File: src/design/pva_pkg.sv
// shared types and constants for the voice allocator
`default_nettype none
package pva_pkg;

    localparam int NUM_VOICES_DEF = 16;

    localparam logic [1:0] OP_ALLOC  = 2'd0;
    localparam logic [1:0] OP_STATUS = 2'd1;
    localparam logic [1:0] OP_PITCH  = 2'd2;

    localparam logic [1:0] REG_STEAL   = 2'd0;
    localparam logic [1:0] REG_PEDAL   = 2'd1;
    localparam logic [1:0] REG_DESCANT = 2'd2;

    localparam logic signed [7:0] PITCH_NONE = -8'sd1;

    typedef enum logic [1:0] {
        K_ALLOC  = 2'd0,
        K_STATUS = 2'd1,
        K_PITCH  = 2'd2,
        K_NOP    = 2'd3
    } t_kind;

    typedef struct packed {
        t_kind             kind;
        logic [6:0]        note;
        logic [3:0]        voice_sel;
        logic              set_active;
        logic              set_released;
        logic              set_key_down;
        logic signed [7:0] pedal_pitch;
        logic signed [7:0] descant_pitch;
    } t_cmd;

    typedef struct packed {
        logic steal_enable;
        logic pedal_enable;
        logic descant_enable;
    } t_cfg;

    typedef struct packed {
        logic [3:0] voice_index;
        logic       found;
        logic       stolen;
        logic       pedal_cleared;
        logic       descant_cleared;
    } t_res;

    function automatic logic pitch_hit(input logic signed [7:0] pitch,
                                       input logic [6:0] note);
        pitch_hit = !pitch[7] && (pitch[6:0] == note);
    endfunction

endpackage
`default_nettype wire

File: src/design/pva_if.sv
// request, response and register write channels
`default_nettype none
interface pva_req_if;
    logic              valid;
    logic              ready;
    logic [1:0]        opcode;
    logic [6:0]        note;
    logic [3:0]        voice_sel;
    logic              set_active;
    logic              set_released;
    logic              set_key_down;
    logic signed [7:0] new_pedal_pitch;
    logic signed [7:0] new_descant_pitch;
    modport source (output valid, opcode, note, voice_sel, set_active, set_released,
                    set_key_down, new_pedal_pitch, new_descant_pitch, input ready);
    modport sink (input valid, opcode, note, voice_sel, set_active, set_released,
                  set_key_down, new_pedal_pitch, new_descant_pitch, output ready);
endinterface

interface pva_rsp_if;
    logic       valid;
    logic       ready;
    logic [3:0] voice_index;
    logic       found;
    logic       stolen;
    logic       pedal_cleared;
    logic       descant_cleared;
    modport source (output valid, voice_index, found, stolen, pedal_cleared,
                    descant_cleared, input ready);
    modport sink (input valid, voice_index, found, stolen, pedal_cleared,
                  descant_cleared, output ready);
endinterface

interface pva_cfg_if;
    logic       valid;
    logic       ready;
    logic [1:0] index;
    logic       data;
    modport source (output valid, index, data, input ready);
    modport sink (input valid, index, data, output ready);
endinterface
`default_nettype wire

File: src/design/poly_voice_allocator.sv
// top level of the polyphonic voice allocator
// Each request is queued by the front end and run by the back end one at a time. A status
// or pitch write goes from idle straight to the output state; an allocate first checks for
// an idle voice, and a steal then runs one table scan for held-note extremes and auto
// voices, one oldest-first scan and a pick. Up to two requests queue ahead,
// and the result register lets the next request run while a result waits.
`default_nettype none
module poly_voice_allocator
    import pva_pkg::*;
#(
    parameter int NUM_VOICES = NUM_VOICES_DEF
) (
    input  wire logic i_clk,
    input  wire logic i_rst_n,
    pva_req_if.sink   i_req,
    pva_cfg_if.sink   i_cfg,
    pva_rsp_if.source o_rsp
);
    t_cfg r_cfg;
    t_cmd cmd;
    logic cmd_valid;
    logic cmd_pop;

    assign i_cfg.ready = 1'b1;

    always_ff @(posedge i_clk) begin
        if (!i_rst_n) begin
            r_cfg.steal_enable   <= 1'b1;
            r_cfg.pedal_enable   <= 1'b0;
            r_cfg.descant_enable <= 1'b0;
        end else if (i_cfg.valid) begin
            case (i_cfg.index)
                REG_STEAL:   r_cfg.steal_enable   <= i_cfg.data;
                REG_PEDAL:   r_cfg.pedal_enable   <= i_cfg.data;
                REG_DESCANT: r_cfg.descant_enable <= i_cfg.data;
                default: begin
                end
            endcase
        end
    end

    pva_front #(.NUM_VOICES(NUM_VOICES)) u_front (
        .i_clk       (i_clk),
        .i_rst_n     (i_rst_n),
        .i_req       (i_req),
        .o_cmd       (cmd),
        .o_cmd_valid (cmd_valid),
        .i_cmd_pop   (cmd_pop)
    );

    pva_back #(.NUM_VOICES(NUM_VOICES)) u_back (
        .i_clk       (i_clk),
        .i_rst_n     (i_rst_n),
        .i_cfg       (r_cfg),
        .i_cmd       (cmd),
        .i_cmd_valid (cmd_valid),
        .o_cmd_pop   (cmd_pop),
        .o_rsp       (o_rsp)
    );
endmodule
`default_nettype wire

File: src/design/pva_front.sv
// request intake, decode and command queue
`default_nettype none
module pva_front
    import pva_pkg::*;
#(
    parameter int NUM_VOICES = NUM_VOICES_DEF
) (
    input  wire logic i_clk,
    input  wire logic i_rst_n,
    pva_req_if.sink   i_req,
    output t_cmd      o_cmd,
    output logic      o_cmd_valid,
    input  wire logic i_cmd_pop
);
    t_cmd       r_q [2];
    logic       r_wp;
    logic       r_rp;
    logic [1:0] r_cnt;
    t_cmd       n_cmd;
    logic       push;

    always_comb begin
        n_cmd.note          = i_req.note;
        n_cmd.voice_sel     = i_req.voice_sel;
        n_cmd.set_active    = i_req.set_active;
        n_cmd.set_released  = i_req.set_released;
        n_cmd.set_key_down  = i_req.set_key_down;
        n_cmd.pedal_pitch   = i_req.new_pedal_pitch;
        n_cmd.descant_pitch = i_req.new_descant_pitch;
        case (i_req.opcode)
            OP_ALLOC:  n_cmd.kind = K_ALLOC;
            OP_STATUS: n_cmd.kind = (7'(i_req.voice_sel) < 7'(NUM_VOICES)) ? K_STATUS : K_NOP;
            OP_PITCH:  n_cmd.kind = K_PITCH;
            default:   n_cmd.kind = K_NOP;
        endcase
    end

    assign i_req.ready = (r_cnt != 2'd2);
    assign push        = i_req.valid && i_req.ready;
    assign o_cmd       = r_q[r_rp];
    assign o_cmd_valid = (r_cnt != 2'd0);

    always_ff @(posedge i_clk) begin
        if (push) begin
            r_q[r_wp] <= n_cmd;
        end
    end

    always_ff @(posedge i_clk) begin
        if (!i_rst_n) begin
            r_wp  <= 1'b0;
            r_rp  <= 1'b0;
            r_cnt <= 2'd0;
        end else begin
            if (push) begin
                r_wp <= ~r_wp;
            end
            if (i_cmd_pop) begin
                r_rp <= ~r_rp;
            end
            r_cnt <= r_cnt + 2'(push) - 2'(i_cmd_pop);
        end
    end
endmodule
`default_nettype wire

File: src/design/pva_back.sv
// voice table, allocation scans and result register
`default_nettype none
module pva_back
    import pva_pkg::*;
#(
    parameter int NUM_VOICES = NUM_VOICES_DEF
) (
    input  wire logic i_clk,
    input  wire logic i_rst_n,
    input  wire t_cfg i_cfg,
    input  wire t_cmd i_cmd,
    input  wire logic i_cmd_valid,
    output logic      o_cmd_pop,
    pva_rsp_if.source o_rsp
);
    localparam int IW = $clog2(NUM_VOICES);
    localparam logic [IW-1:0] LAST = IW'(NUM_VOICES - 1);

    typedef enum logic [5:0] {
        S_IDLE   = 6'b000001,
        S_FREE   = 6'b000010,
        S_MINMAX = 6'b000100,
        S_ORDER  = 6'b001000,
        S_PICK   = 6'b010000,
        S_OUT    = 6'b100000
    } t_state;

    t_state            r_state;
    t_cmd              r_cmd;
    logic [IW-1:0]     r_cnt;
    logic              r_active   [NUM_VOICES];
    logic [6:0]        r_note     [NUM_VOICES];
    logic              r_rel      [NUM_VOICES];
    logic              r_kd       [NUM_VOICES];
    logic [IW-1:0]     r_rank     [NUM_VOICES];
    logic [IW-1:0]     r_order    [NUM_VOICES];
    logic signed [7:0] r_ped;
    logic signed [7:0] r_des;
    logic              r_low_v, r_top_v, r_des_v, r_ped_v;
    logic [IW-1:0]     r_low_i, r_top_i, r_des_i, r_ped_i;
    logic [6:0]        r_low_n, r_top_n;
    logic [3:0]        r_c_v;
    logic [IW-1:0]     r_c_i      [4];
    t_res              r_res;
    t_res              r_ores;
    logic              r_ovalid;

    logic              free_v;
    logic [IW-1:0]     free_i;
    logic [IW-1:0]     sel_i;
    logic [IW-1:0]     mm_v;
    logic [IW-1:0]     ord_v;
    logic              prot_mm, prot_ord, lt;
    logic              pick_any;

    function automatic logic is_prot(input t_cfg cfg, input logic signed [7:0] ped,
                                     input logic signed [7:0] des, input logic [6:0] n);
        is_prot = (cfg.pedal_enable && pitch_hit(ped, n)) ||
                  (cfg.descant_enable && pitch_hit(des, n));
    endfunction

    always_comb begin
        free_v = 1'b0;
        free_i = '0;
        for (int v = NUM_VOICES - 1; v >= 0; v--) begin
            if (!r_active[v]) begin
                free_v = 1'b1;
                free_i = IW'(v);
            end
        end
    end

    assign sel_i    = IW'(i_cmd.voice_sel);
    assign mm_v     = r_cnt;
    assign ord_v    = r_order[r_cnt];
    assign prot_mm  = is_prot(i_cfg, r_ped, r_des, r_note[mm_v]);
    assign prot_ord = is_prot(i_cfg, r_ped, r_des, r_note[ord_v]);
    assign lt       = (r_low_v && ord_v == r_low_i) || (r_top_v && ord_v == r_top_i);
    assign pick_any = (r_c_v != 4'd0) || (i_cfg.descant_enable && r_des_v) ||
                      (i_cfg.pedal_enable && r_ped_v) || r_top_v || r_low_v;
    assign o_cmd_pop = (r_state == S_IDLE) && i_cmd_valid;

    assign o_rsp.valid           = r_ovalid;
    assign o_rsp.voice_index     = r_ores.voice_index;
    assign o_rsp.found           = r_ores.found;
    assign o_rsp.stolen          = r_ores.stolen;
    assign o_rsp.pedal_cleared   = r_ores.pedal_cleared;
    assign o_rsp.descant_cleared = r_ores.descant_cleared;

    always_ff @(posedge i_clk) begin
        if (!i_rst_n) begin
            r_state  <= S_IDLE;
            r_ovalid <= 1'b0;
            r_ped    <= PITCH_NONE;
            r_des    <= PITCH_NONE;
            for (int v = 0; v < NUM_VOICES; v++) begin
                r_active[v] <= 1'b0;
                r_note[v]   <= '0;
                r_rel[v]    <= 1'b0;
                r_kd[v]     <= 1'b0;
                r_rank[v]   <= IW'(v);
                r_order[v]  <= IW'(v);
            end
        end else begin
            if (r_ovalid && o_rsp.ready && r_state != S_OUT) begin
                r_ovalid <= 1'b0;
            end
            case (r_state)
                S_IDLE: begin
                    if (i_cmd_valid) begin
                        r_cmd   <= i_cmd;
                        r_res   <= '0;
                        r_state <= (i_cmd.kind == K_ALLOC) ? S_FREE : S_OUT;
                        case (i_cmd.kind)
                            K_ALLOC: begin
                            end
                            K_STATUS: begin
                                if (i_cmd.set_active && !r_active[sel_i]) begin
                                    for (int v = 0; v < NUM_VOICES; v++) begin
                                        if (r_rank[v] > r_rank[sel_i]) begin
                                            r_rank[v] <= r_rank[v] - 1'b1;
                                        end
                                    end
                                    r_rank[sel_i] <= LAST;
                                    for (int r = 0; r < NUM_VOICES - 1; r++) begin
                                        if (IW'(r) >= r_rank[sel_i]) begin
                                            r_order[r] <= r_order[r+1];
                                        end
                                    end
                                    r_order[NUM_VOICES-1] <= sel_i;
                                end
                                r_active[sel_i] <= i_cmd.set_active;
                                r_note[sel_i]   <= i_cmd.note;
                                r_rel[sel_i]    <= i_cmd.set_released;
                                r_kd[sel_i]     <= i_cmd.set_key_down;
                            end
                            K_PITCH: begin
                                r_ped <= i_cmd.pedal_pitch;
                                r_des <= i_cmd.descant_pitch;
                            end
                            default: begin
                            end
                        endcase
                    end
                end
                S_FREE: begin
                    r_cnt   <= '0;
                    r_low_v <= 1'b0;
                    r_top_v <= 1'b0;
                    r_des_v <= 1'b0;
                    r_ped_v <= 1'b0;
                    r_c_v   <= '0;
                    if (free_v) begin
                        r_res.voice_index <= 4'(free_i);
                        r_res.found       <= 1'b1;
                        r_state           <= S_OUT;
                    end else if (i_cfg.steal_enable) begin
                        r_state <= S_MINMAX;
                    end else begin
                        r_state <= S_OUT;
                    end
                end
                S_MINMAX: begin
                    if (!prot_mm && r_active[mm_v] && !r_rel[mm_v]) begin
                        if (!r_low_v || r_note[mm_v] < r_low_n) begin
                            r_low_v <= 1'b1;
                            r_low_i <= mm_v;
                            r_low_n <= r_note[mm_v];
                        end
                        if (!r_top_v || r_note[mm_v] > r_top_n) begin
                            r_top_v <= 1'b1;
                            r_top_i <= mm_v;
                            r_top_n <= r_note[mm_v];
                        end
                    end
                    if (!r_des_v && r_active[mm_v] && pitch_hit(r_des, r_note[mm_v])) begin
                        r_des_v <= 1'b1;
                        r_des_i <= mm_v;
                    end
                    if (!r_ped_v && r_active[mm_v] && pitch_hit(r_ped, r_note[mm_v])) begin
                        r_ped_v <= 1'b1;
                        r_ped_i <= mm_v;
                    end
                    r_cnt <= (r_cnt == LAST) ? '0 : r_cnt + 1'b1;
                    if (r_cnt == LAST) begin
                        r_state <= S_ORDER;
                    end
                end
                S_ORDER: begin
                    if (r_cnt == '0 && r_top_v && r_low_v && r_top_i == r_low_i) begin
                        r_top_v <= 1'b0;
                    end
                    if (!prot_ord) begin
                        if (!r_c_v[0] && r_note[ord_v] == r_cmd.note) begin
                            r_c_v[0] <= 1'b1;
                            r_c_i[0] <= ord_v;
                        end
                        if (!r_c_v[1] && !lt && r_rel[ord_v]) begin
                            r_c_v[1] <= 1'b1;
                            r_c_i[1] <= ord_v;
                        end
                        if (!r_c_v[2] && !lt && !r_kd[ord_v]) begin
                            r_c_v[2] <= 1'b1;
                            r_c_i[2] <= ord_v;
                        end
                        if (!r_c_v[3] && !lt) begin
                            r_c_v[3] <= 1'b1;
                            r_c_i[3] <= ord_v;
                        end
                    end
                    r_cnt <= r_cnt + 1'b1;
                    if (r_cnt == LAST) begin
                        r_state <= S_PICK;
                    end
                end
                S_PICK: begin
                    r_res.found  <= pick_any;
                    r_res.stolen <= pick_any;
                    r_state      <= S_OUT;
                    if (r_c_v[0]) begin
                        r_res.voice_index <= 4'(r_c_i[0]);
                    end else if (r_c_v[1]) begin
                        r_res.voice_index <= 4'(r_c_i[1]);
                    end else if (r_c_v[2]) begin
                        r_res.voice_index <= 4'(r_c_i[2]);
                    end else if (r_c_v[3]) begin
                        r_res.voice_index <= 4'(r_c_i[3]);
                    end else if (i_cfg.descant_enable && r_des_v) begin
                        r_res.voice_index     <= 4'(r_des_i);
                        r_res.descant_cleared <= 1'b1;
                        r_des                 <= PITCH_NONE;
                    end else if (i_cfg.pedal_enable && r_ped_v) begin
                        r_res.voice_index   <= 4'(r_ped_i);
                        r_res.pedal_cleared <= 1'b1;
                        r_ped               <= PITCH_NONE;
                    end else if (r_top_v) begin
                        r_res.voice_index <= 4'(r_top_i);
                    end else if (r_low_v) begin
                        r_res.voice_index <= 4'(r_low_i);
                    end
                end
                S_OUT: begin
                    if (!r_ovalid || o_rsp.ready) begin
                        r_ores   <= r_res;
                        r_ovalid <= 1'b1;
                        r_state  <= S_IDLE;
                    end
                end
                default: begin
                    r_state <= S_IDLE;
                end
            endcase
        end
    end

    a_stolen_found: assert property (@(posedge i_clk) disable iff (!i_rst_n)
        r_ovalid |-> (!r_ores.stolen || r_ores.found))
        else $error("stolen without a voice");

    a_empty_zero: assert property (@(posedge i_clk) disable iff (!i_rst_n)
        (r_ovalid && !r_ores.found) |-> (r_ores.voice_index == 4'd0 &&
            !r_ores.pedal_cleared && !r_ores.descant_cleared))
        else $error("fields set on empty result");

    a_one_clear: assert property (@(posedge i_clk) disable iff (!i_rst_n)
        r_ovalid |-> !(r_ores.pedal_cleared && r_ores.descant_cleared))
        else $error("both auto pitches cleared");

    a_clear_pitch: assert property (@(posedge i_clk) disable iff (!i_rst_n)
        (r_state == S_PICK && r_res.found == 1'b0) ##1 r_res.descant_cleared
            |-> r_des == PITCH_NONE)
        else $error("descant pitch not cleared");
endmodule
`default_nettype wire

File: src/flat_wrapper.sv
// flat-port wrapper written by rule: the top's interface ports become plain ports
module poly_voice_allocator_flat import pva_pkg::*;
#(
    parameter int NUM_VOICES = NUM_VOICES_DEF
)
  (i_clk, i_rst_n, i_req_valid, i_req_opcode, i_req_note, i_req_voice_sel, i_req_set_active, i_req_set_released, i_req_set_key_down, i_req_new_pedal_pitch, i_req_new_descant_pitch, i_req_ready, i_cfg_valid, i_cfg_index, i_cfg_data, i_cfg_ready, o_rsp_valid, o_rsp_voice_index, o_rsp_found, o_rsp_stolen, o_rsp_pedal_cleared, o_rsp_descant_cleared, o_rsp_ready);
  pva_req_if i_req_i ();
  pva_cfg_if i_cfg_i ();
  pva_rsp_if o_rsp_i ();
  input  wire logic i_clk;
  input  wire logic i_rst_n;
  input wire logic [$bits(i_req_i.valid)-1:0] i_req_valid;
  input wire logic [$bits(i_req_i.opcode)-1:0] i_req_opcode;
  input wire logic [$bits(i_req_i.note)-1:0] i_req_note;
  input wire logic [$bits(i_req_i.voice_sel)-1:0] i_req_voice_sel;
  input wire logic [$bits(i_req_i.set_active)-1:0] i_req_set_active;
  input wire logic [$bits(i_req_i.set_released)-1:0] i_req_set_released;
  input wire logic [$bits(i_req_i.set_key_down)-1:0] i_req_set_key_down;
  input wire logic [$bits(i_req_i.new_pedal_pitch)-1:0] i_req_new_pedal_pitch;
  input wire logic [$bits(i_req_i.new_descant_pitch)-1:0] i_req_new_descant_pitch;
  output wire logic [$bits(i_req_i.ready)-1:0] i_req_ready;
  input wire logic [$bits(i_cfg_i.valid)-1:0] i_cfg_valid;
  input wire logic [$bits(i_cfg_i.index)-1:0] i_cfg_index;
  input wire logic [$bits(i_cfg_i.data)-1:0] i_cfg_data;
  output wire logic [$bits(i_cfg_i.ready)-1:0] i_cfg_ready;
  output wire logic [$bits(o_rsp_i.valid)-1:0] o_rsp_valid;
  output wire logic [$bits(o_rsp_i.voice_index)-1:0] o_rsp_voice_index;
  output wire logic [$bits(o_rsp_i.found)-1:0] o_rsp_found;
  output wire logic [$bits(o_rsp_i.stolen)-1:0] o_rsp_stolen;
  output wire logic [$bits(o_rsp_i.pedal_cleared)-1:0] o_rsp_pedal_cleared;
  output wire logic [$bits(o_rsp_i.descant_cleared)-1:0] o_rsp_descant_cleared;
  input wire logic [$bits(o_rsp_i.ready)-1:0] o_rsp_ready;
  assign i_req_i.valid = i_req_valid;
  assign i_req_i.opcode = i_req_opcode;
  assign i_req_i.note = i_req_note;
  assign i_req_i.voice_sel = i_req_voice_sel;
  assign i_req_i.set_active = i_req_set_active;
  assign i_req_i.set_released = i_req_set_released;
  assign i_req_i.set_key_down = i_req_set_key_down;
  assign i_req_i.new_pedal_pitch = i_req_new_pedal_pitch;
  assign i_req_i.new_descant_pitch = i_req_new_descant_pitch;
  assign i_req_ready = i_req_i.ready;
  assign i_cfg_i.valid = i_cfg_valid;
  assign i_cfg_i.index = i_cfg_index;
  assign i_cfg_i.data = i_cfg_data;
  assign i_cfg_ready = i_cfg_i.ready;
  assign o_rsp_valid = o_rsp_i.valid;
  assign o_rsp_voice_index = o_rsp_i.voice_index;
  assign o_rsp_found = o_rsp_i.found;
  assign o_rsp_stolen = o_rsp_i.stolen;
  assign o_rsp_pedal_cleared = o_rsp_i.pedal_cleared;
  assign o_rsp_descant_cleared = o_rsp_i.descant_cleared;
  assign o_rsp_i.ready = o_rsp_ready;
  poly_voice_allocator #(.NUM_VOICES(NUM_VOICES)) u_core (.i_clk(i_clk), .i_rst_n(i_rst_n), .i_req(i_req_i), .i_cfg(i_cfg_i), .o_rsp(o_rsp_i));
endmodule
File: config.mk
export PLATFORM = sky130hd
export DESIGN_NAME = poly_voice_allocator_flat
export DESIGN_NICKNAME = d
export VERILOG_FILES = /design/src/design/pva_pkg.sv /design/src/design/pva_if.sv /design/src/design/poly_voice_allocator.sv /design/src/design/pva_front.sv /design/src/design/pva_back.sv /design/src/flat_wrapper.sv
export SDC_FILE = /design/constraint.sdc
export NUM_CORES = 1
export LEC_CHECK = 0
export BUFFER_PORTS_ARGS = -buffer_cell sky130_fd_sc_hd__buf_2
export CAP_MARGIN = 5
export CORE_UTILIZATION = 31
export DETAILED_ROUTE_END_ITERATION = 10
export PLACE_DENSITY = 0.51
export SYNTH_ARGS = -nofsm -noshare
export SYNTH_HDL_FRONTEND = slang
export SYNTH_SLANG_ARGS = --single-unit
export TNS_END_PERCENT = 50
File: constraint.sdc
create_clock -name i_clk -period 4.4 [get_ports i_clk]
set_input_delay 0.88 -clock i_clk [delete_from_list [all_inputs] [get_ports i_clk]]
set_output_delay 0.88 -clock i_clk [all_outputs]
set_load 0.1 [all_outputs]
Word level (Yosys, flattened, before mapping)
Memory sizes are Yosys's and may differ from the RTL's. A register that Yosys moved wholly into a read port is not among the register bits.
Index checks and enable logic that the tools add are counted.
Widths: inputs -> output; s select.
{"block": "word_totals", "out_inout_bits": 11, "ff_bits": 95, "ram_bits": 368, "in_bits": 40, "elab_cells": 677, "mem_count": 8}
{"name": "u_core.u_back.r_note", "depth": 16, "width": 7, "rd": 2, "rd_clocked_by_memory_dff": 1, "wr": 16, "line_no": "pva_back.sv:32", "source": "logic [6:0] r_note [NUM_VOICES];"}
{"name": "u_core.u_back.r_order", "depth": 16, "width": 4, "rd": 16, "rd_clocked_by_memory_dff": 1, "wr": 16, "line_no": "pva_back.sv:36", "source": "logic [IW-1:0] r_order [NUM_VOICES];"}
{"name": "u_core.u_back.r_rank", "depth": 16, "width": 4, "rd": 17, "rd_clocked_by_memory_dff": 0, "wr": 17, "line_no": "pva_back.sv:35", "source": "logic [IW-1:0] r_rank [NUM_VOICES];"}
{"name": "u_core.u_front.r_q", "depth": 2, "width": 32, "rd": 1, "rd_clocked_by_memory_dff": 1, "wr": 1, "line_no": "pva_front.sv:15", "source": "t_cmd r_q [2];"}
{"name": "u_core.u_back.r_active", "depth": 16, "width": 1, "rd": 18, "rd_clocked_by_memory_dff": 1, "wr": 16, "line_no": "pva_back.sv:31", "source": "logic r_active [NUM_VOICES];"}
{"name": "u_core.u_back.r_c_i", "depth": 4, "width": 4, "rd": 4, "rd_clocked_by_memory_dff": 0, "wr": 4, "line_no": "pva_back.sv:43", "source": "logic [IW-1:0] r_c_i [4];"}
{"name": "+2 memories"}
{"block": "classes", "muxes": 400, "reduce_logical": 99, "eq_ne": 48, "addsub": 19, "order_cmp": 33, "bitwise": 34}
{"op": "$mux 1", "count": 293}
{"op": "$mux 4", "count": 66}
{"op": "$mux 8", "count": 16}
{"op": "$gt 4x4->1", "count": 16}
{"op": "$sub 4x1->4 const B", "count": 16}
{"op": "$ne 2x2->1 const B", "count": 24}
{"op": "$mux 6", "count": 7}
{"op": "$pmux 6 s6", "count": 1}
{"op": "$reduce_and 4->1", "count": 9}
{"op": "$eq 7x7->1", "count": 5}
{"op": "$logic_and 1x1->1", "count": 32}
{"op": "$or 1x1->1", "count": 32}
{"op": "$pmux 8 s2", "count": 2}
{"op": "$ge 4x4->1 const A", "count": 7}
{"op": "$reduce_and 3->1", "count": 7}
{"op": "$reduce_and 9->1", "count": 2}
{"op": "$ge 3x4->1 const A", "count": 4}
{"op": "$logic_not 1->1", "count": 16}
{"op": "$reduce_and 8->1", "count": 2}
{"op": "$pmux 5 s3", "count": 1}
{"op": "$eq 4x4->1", "count": 3}
{"op": "$pmux 4 s3", "count": 1}
{"op": "$logic_or 1x1->1", "count": 10}
{"op": "$reduce_and 5->1", "count": 2}
{"op": "other kinds (36)", "count": 59}

Longest topological paths before layout
Gate-level depths: netlist of the first run.
An unclocked memory read counts as a cell.
{"block": "logic_depth", "word_depth": 19, "depth_mapped": 20, "mapped_depth_nobuf": 17}

Modules after synthesis
From an unflattened synthesis of the first run, not the netlist that was laid out.
{"block": "unflattened", "hier_cells": 2131, "area_unflattened_um2": 24498.5}
{"mod": "pva_back", "instances": 1, "seq_area_each_um2": 10500.1, "cells_each": 1985, "area_per_inst_um2": 21767.1}
{"mod": "pva_front", "instances": 1, "seq_area_each_um2": 2021.9, "cells_each": 130, "area_per_inst_um2": 2583.7}
{"mod": "poly_voice_allocator", "instances": 1, "seq_area_each_um2": 60.1, "cells_each": 16, "area_per_inst_um2": 147.6}

Worst setup path before layout of the first run
No wires, ideal clock.
{"block": "synth_path", "path_type": "register to register", "from": "register with a tool-made name", "to": "memory u_core.u_back.r_rank[6][1] (netlist name)", "arrival_ns": 4.286, "path_stages_with_launch": 19, "synth_period_minus_slack_ns": 4.406, "t_required_ns": 4.280, "path_buffers": 3, "setup_time_ns": 0.120, "setup_slack_ns": -0.006, "cell_sequence": "dfxtp_1 clkbuf_1 mux2_2 clkbuf_1 buf_2 mux4_2 o21ai_0 nor2_1 a21oi_1 ha_1 nor2b_1 o21ai_0 nand2b_1 a21oi_1 a41o_1 nor2_1 nor2_1 a21oi_1 a211o_1"}
{"element": "end, declared", "line_no": "pva_back.sv:35"}

==> results of run 1 <==
-- timing repair --
item	in CTS	in global routing
gates resized for setup	2	17
setup buffers	0	8
pin swaps	0	2
hold buffers	0	0
setup endpoints to repair	12	97
gates cloned	0	1
-- flip-flops by register name, indices dropped and copies added (netlist names), 16 cells and up, named ones only --
name                    count
u_core.u_back.r_note      112
u_core.u_back.r_order      64
u_core.u_back.r_rank       64
u_core.u_front.r_q         64
u_core.u_back.r_active     16
u_core.u_back.r_c_i        16
u_core.u_back.r_kd         16
u_core.u_back.r_rel        16
-- power by group through the flow --
stage / registers [mW] / logic (mW) / clock network [mW]
2_1_floorplan: 5.37 / 2.48 / 0
3_3_place_gp: 5.46 / 3.62 / 0
3_5_place_dp: 5.46 / 3.70 / 0
4_1_cts: 5.37 / 3.72 / 4.78
5_1_grt: 5.40 / 4.15 / 4.95
6_report: 5.37 / 3.79 / 4.67
-- worst max path at each step --
stage	from	slack, ns	to
after detailed placement	flip-flop	0.02	u_core.u_back.r_c_i[0][2]
after CTS	flip-flop	0.06	u_core.u_back.r_c_i[2][3]
after global placement	flip-flop	0.04	u_core.u_back.r_c_i[0][1]
after floorplan	flip-flop	0.30	u_core.u_back.r_top_i[0]
after global routing	flip-flop	-0.001	u_core.u_back.r_c_i[0][2]
final	flip-flop	0.09	u_core.u_back.r_c_i[3][0]
-- through the flow --
stage,cell area [um^2],hold WS (ns),worst slack (ns),std cells,total power [mW]
after global placement,25840,0.4108,0.04384,3169,9.078
after CTS,27730,0.3869,0.06030,3271,13.86
after global routing,27880,0.4038,-0.001319,3281,14.51
after floorplan,24150,0.4003,0.3018,2121,7.850
final,27880,0.4202,0.08685,3281,13.84
after detailed placement,25840,0.4107,0.02488,3169,9.158
-- area by class of cell --
type                    instances  area, um^2
flip-flops and latches        468       12590
inverters                      87       340.3
clock inverters                25       316.6
well taps                    1030        1289
fillers                      7486       48580
clock buffers                  77        1558
repair buffers                143        1036
multi-input cells            1451       10750
-- worst max-delay path, cell delays in order, from the launching register on --
cell,delay [ns]
dfxtp_4,0.46
buf_4,0.15
mux4_2,0.50
nand2b_4,0.17
o2111a_4,0.20
nor2_8,0.15
buf_4,0.39
nand2_1,0.11
a32oi_1,0.46
and4_1,0.42
xnor2_1,0.15
nand4_1,0.26
o31ai_2,0.40
nor2_1,0.16
-- cells by family after synthesis --
| kind of cell | synth area share, % |
|---|---|
| other | 0.01553 |
| adders and majority gates | 5.027 |
| and+or+nand+nor | 15.10 |
| xor gates and xnor gates | 3.628 |
| buffers and inverters | 3.695 |
| AOI/OAI and AO/OA | 8.390 |
| DFF | 52.11 |
| muxes | 12.03 |
-- layout by cell type, fill, tap and decap left out, types with 8 or more instances in the layout --
master,netlist,routed
a211o_1,10,10
a21oi_1,64,60
a31oi_1,8,8
a32oi_1,24,24
a41o_1,16,16
and2_1,26,25
and3_1,28,27
and4_1,9,9
buf_2,17,48
buf_4,2,86
clkbuf_1,80,11
clkbuf_16,0,54
clkbuf_8,0,12
clkinv_2,0,10
dfxtp_1,147,142
edfxtp_1,321,321
ha_1,97,97
inv_1,85,83
mux2_2,9,9
mux2i_1,84,83
mux4_2,86,86
nand2_1,216,216
nand2b_1,47,47
nand3_1,88,88
nand4_1,15,15
nor2_1,213,209
nor2b_1,31,31
nor3_1,26,26
o211ai_1,8,8
o21ai_0,121,121
o22ai_1,10,10
or2_2,10,10
xnor2_1,49,49
xor2_1,51,51
-- per-layer routing --
layer	GRT usage (%)	vias to the layer above
met1	24.70	8563
met3	3.891	108
li1	-	7954
met4	5.493	0
met2	27.44	605
met5	0	-
==> results_dict.tcl, run 1 <==
set metrics [dict create \
    outcome "complete, no violations" \
    dieArea_um2 79010 \
    synthArstFlopShare_pct 0 \
    synth_top_area_share_pct 39.92 \
    antenna_cells 0 \
    switching_share_pct 32.64 \
    clkPwrFrac_pct 33.8 \
    period_needed_ns 4.313 \
    overflow 0 \
    grt_pass1_wl_um 106000 \
    route.detailed.drc 0 \
    worstPathMaxFanout 30 \
    place_congestion 0.8914 \
    criticalPathCategory "reg -> reg" \
    antenna_found_initial 3 \
    slew_violations 0 \
    ff2ff_path_depth 13 \
    r2r_end "u_core.u_back.r_c_i[3][0]" \
    fin_skew_ns 0.05089 \
    synth-seq-cells 468 \
    cts_buffers 54 \
    synth.net_count 2258 \
    port_buffers 49 \
    yosysSeqAreaShare_pct 52.11 \
    p_sw_mw 4.516 \
    core_um2 76450 \
    clk_latency_ns 0.64 \
    htreeDepth 2 \
    drtIter0Drc 1510 \
    synth_top_cells_by_area "edfxtp_1 40%, dfxtp_1 12%, mux4_2 8.0%, ha_1 5.0%, mux2i_1 3.5%" \
    wl_um 70260 \
    nNetsFinal 2342 \
    yosysWarnings 0 \
    grt_max_degree 76 \
    syn_inst 2121 \
    vias_per_cell 5.251 \
    synthDistinctLibCells 76 \
    holdPathStages 0 \
    cts_buffer_depth 3 \
    fmax_mhz 231.8 \
    setup-violations-final 0 \
    track_usage_pct 17.77 \
    area_delta_synth_final_pct 15.45 \
    clk_pin_slew_ns 0.06 \
    tns_ns 0 \
    root_buffer "clkbuf_16" \
    avgSynthCellArea_um2 11.38 \
    power_density_nw_per_um2 496.3 \
    r2r_slack_ns 0.09 \
    drive_above_1_share_pct 16.61 \
    grt_pass1_vias 16989 \
    ys.flop_type "edfxtp_1" \
    cp.required_ns 4.73 \
    yosysMostFrequentCell "edfxtp_1" \
    arrival_ns 4.64 \
    fin_crit_sh_pct 98.03 \
    power_leakage_nw 10.38 \
    worstMarginPinSlew_ns 1.229 \
    setup.worst_path.start_class "flip-flop" \
    cts_tree "done" \
    cp-end-kind "flip-flop" \
    core.rowCount 101 \
    io_pins 51 \
    hold_viol_final 0 \
    worstHoldStart "u_core.u_back.r_res[5]" \
    combPwrFrac_pct 27.4 \
    internal_power_mw 9.320 \
    min_to "u_core.u_back.o_rsp.voice_index[1]" \
    maxSlewHeadroom_pct 15.70 \
    dp_hpwl_um 50850 \
    min_path_type "reg -> reg" \
    p_seq_share_pct 38.8 \
    clock_sinks 468 \
    fin_util_pct 36.46 \
    synthTopCellsByCount "321 x edfxtp_1, 216 x nand2_1, 213 x nor2_1" \
    top_layer "met4" \
    max_cap_violations 0 \
    die_w_um 281.1 \
    vdd_drop_max_uv 374.3 \
    wire_per_inst_um 21.41 \
    wl_met2_um 31380 \
    syn-cell-area_um2 24140 \
    wl_met3_um 5486 \
    num_vias 17230 \
    dr.pass1.iters 6 \
    die-height_um 281.1 \
    synth-edff-count 321 \
    start_util_pct 31.58 \
    ant_nets 0 \
    wl_met1_um 31660 \
    synth_largest_area_cell "edfxtp_1" \
]
No activity file was read; power rests on OpenSTA's default activity.
==> inputs of run 2 (changes only) <==
--- a/config.mk
+++ b/config.mk
@@ -8,8 +8,9 @@
 export BUFFER_PORTS_ARGS = -buffer_cell sky130_fd_sc_hd__buf_2
 export CAP_MARGIN = 5
 export CORE_UTILIZATION = 31
+export CTS_BUF_LIST = sky130_fd_sc_hd__clkbuf_8
 export DETAILED_ROUTE_END_ITERATION = 10
-export PLACE_DENSITY = 0.51
+export PLACE_DENSITY = 0.49
 export SYNTH_ARGS = -nofsm -noshare
 export SYNTH_HDL_FRONTEND = slang
 export SYNTH_SLANG_ARGS = --single-unit
==> constraint.sdc (replaced) <==
create_clock -name i_clk -period 4.8 [get_ports i_clk]
set_input_delay 0.96 -clock i_clk [delete_from_list [all_inputs] [get_ports i_clk]]
set_output_delay 0.96 -clock i_clk [all_outputs]
set_load 0.1 [all_outputs]
==> run 2 against run 1 <==
  * Global-route usage is 0.45 points higher
  * Via count shrank 0.23%
  * Clock-buffer cell count rose by 15
  * Worst setup slack improved by 0.28 ns
  * Largest cell class unchanged
  * Largest power group unchanged
==> results_dict.tcl, run 2 (same netlist as run 1, synthesis figures left out) <==
set metrics [dict create \
    fin_crit_sh_pct 92.38 \
    setup-violations-final 0 \
    core.rowCount 101 \
    nNetsFinal 2338 \
    grt_max_degree 152 \
    setup.worst_path.start_class "flip-flop" \
    worstPathMaxFanout 12 \
    drtIter0Drc 1497 \
    htreeDepth 3 \
    fill_cells 7627 \
    min_path_type "reg -> reg" \
    final_cell_mix "321 x edfxtp_1, 216 x nand2_1, 212 x nor2_1, 143 x dfxtp_1, 121 x o21ai_0" \
    whs_ns 0.4178 \
    vias_per_cell 5.208 \
    cts_buffer_depth 3 \
    track_usage_pct 18.22 \
    ctsHoldBuffers 0 \
    holdPathStages 0 \
    core_um2 76450 \
    dp_hpwl_um 51460 \
    cp.required_ns 5.20 \
    clk_pin_slew_ns 0.07 \
    place_congestion 0.9158 \
    root_buffer "clkbuf_8" \
    criticalPathCategory "reg -> reg" \
    outcome "complete, no violations" \
    vdd_drop_max_uv 266.7 \
    power_leakage_nw 10.23 \
    die-height_um 281.1 \
    finalPower_mw 11.85 \
    worstMarginPinSlew_ns 1.126 \
    overflow 0 \
    internal_power_mw 7.714 \
    io_pins 51 \
    largest_reg_flops 112 \
    cts_buffers 84 \
    area_delta_synth_final_pct 12.75 \
    ant_nets 0 \
    fmax_mhz 225.5 \
    ff2ff_path_depth 12 \
    fin_util_pct 35.61 \
    wl_um 71340 \
    regMostFlops "u_core.u_back.r_note" \
    slew_violations 0 \
    p_seq_share_pct 41.7 \
    grt_pass1_wl_um 107200 \
    dr.pass1.iters 5 \
    min_to "u_core.u_back.o_rsp.voice_index[3]" \
    max_cap_violations 0 \
    combPwrFrac_pct 28.2 \
    start_util_pct 31.58 \
    antenna_found_initial 4 \
    grt_pass1_vias 16970 \
    dieArea_um2 79010 \
    port_buffers 49 \
    power_density_nw_per_um2 435.3 \
    r2r_slack_ns 0.37 \
    clk_latency_ns 0.71 \
    fin_skew_ns 0.03718 \
    layout.cells.most_common "edfxtp_1" \
    p_sw_mw 4.135 \
    drive_above_1_share_pct 15.51 \
    die_w_um 281.1 \
    switching_share_pct 34.90 \
    worstHoldStart "u_core.u_back.r_res[7]" \
    maxSlewHeadroom_pct 24.73 \
    arrival_ns 4.84 \
    r2r_end "u_core.u_back.r_c_i[0][2]" \
    cp-end-kind "flip-flop" \
    route.detailed.drc 0 \
    wire_per_inst_um 21.61 \
    period_needed_ns 4.434 \
    clkPwrFrac_pct 30.1 \
    cts_tree "done" \
    clock_sinks 468 \
    hold_viol_final 0 \
    num_vias 17190 \
]
run 2: worst max-delay path by stage:
stage / start / cells after the start / slack (ns) / end
6_report: flip-flop / 12 / 0.37 / u_core.u_back.r_c_i[0][2]
5_1_grt: flip-flop / 20 / -0.01 / u_core.u_back.r_rank[12][3]
4_1_cts: flip-flop / 19 / 0.27 / u_core.u_back.r_rank[10][2]
3_5_place_dp: flip-flop / 19 / 0.31 / u_core.u_back.r_rank[6][2]
3_3_place_gp: flip-flop / 13 / 0.41 / u_core.u_back.r_c_i[0][1]
2_1_floorplan: flip-flop / 18 / 0.39 / u_core.u_back.r_rank[6][1]
run 2: power groups by stage:
| stage | sequential [mW] | clock [mW] | combinational, mW |
|---|---|---|---|
| floorplan | 4.93 | 0 | 2.27 |
| global route | 4.97 | 3.83 | 3.67 |
| CTS | 4.94 | 3.66 | 3.34 |
| detailed placement | 5.02 | 0 | 3.33 |
| finish | 4.94 | 3.56 | 3.35 |
| global placement | 5.02 | 0 | 3.25 |
run 2: layout make-up:
| cell class | count | area [um^2] | share of cell area (%) |
|---|---|---|---|
| sequential | 468 | 12590 | 46.25 |
| multi-input combinational | 1450 | 10690 | 39.25 |
| tap | 1030 | 1289 | 4.734 |
| clock buffer | 92 | 1266 | 4.651 |
| timing repair buffer | 110 | 743.2 | 2.730 |
| inverter | 87 | 335.3 | 1.232 |
| clock inverter | 63 | 311.5 | 1.144 |
| antenna | 1 | 2.502 | 0.009192 |
run 2: through the flow:
step           cell area [um^2]  worst slack, ns  cells  setup TNS, ns
5_1_grt                   27220         -0.01414   3301       -0.02082
3_3_place_gp              25620           0.4132   3143              0
6_report                  27220           0.3659   3301              0
2_1_floorplan             24140           0.3944   2121              0
3_5_place_dp              25620           0.3093   3143              0
4_1_cts                   27200           0.2654   3298              0
run 2: per-layer routing:
metal	track usage [%]	wire, um	vias up
met2	27.30	31290	615
met4	5.997	1618	0
met1	25.49	32670	8510
li1	-	-	7956
met3	4.614	5748	109
met5	0	0	-
run 2: timing repair:
action | CTS | global route
setup buffers | 0 | 1
gates resized for setup | 0 | 1
endpoints found under the setup margin | 0 | 54
run 2: critical path, stage by stage (launching register included):
cell and delay (ns):
dfxtp_4 0.53, mux4_2 0.58, a22oi_1 0.32, nand3_2 0.29
nand2b_1 0.26, nor2_1 0.47, a32oi_1 0.22, and4_1 0.31
xor2_1 0.18, nor4_2 0.33, nand2b_1 0.14, nor4_2 0.32
buf_4 0.19
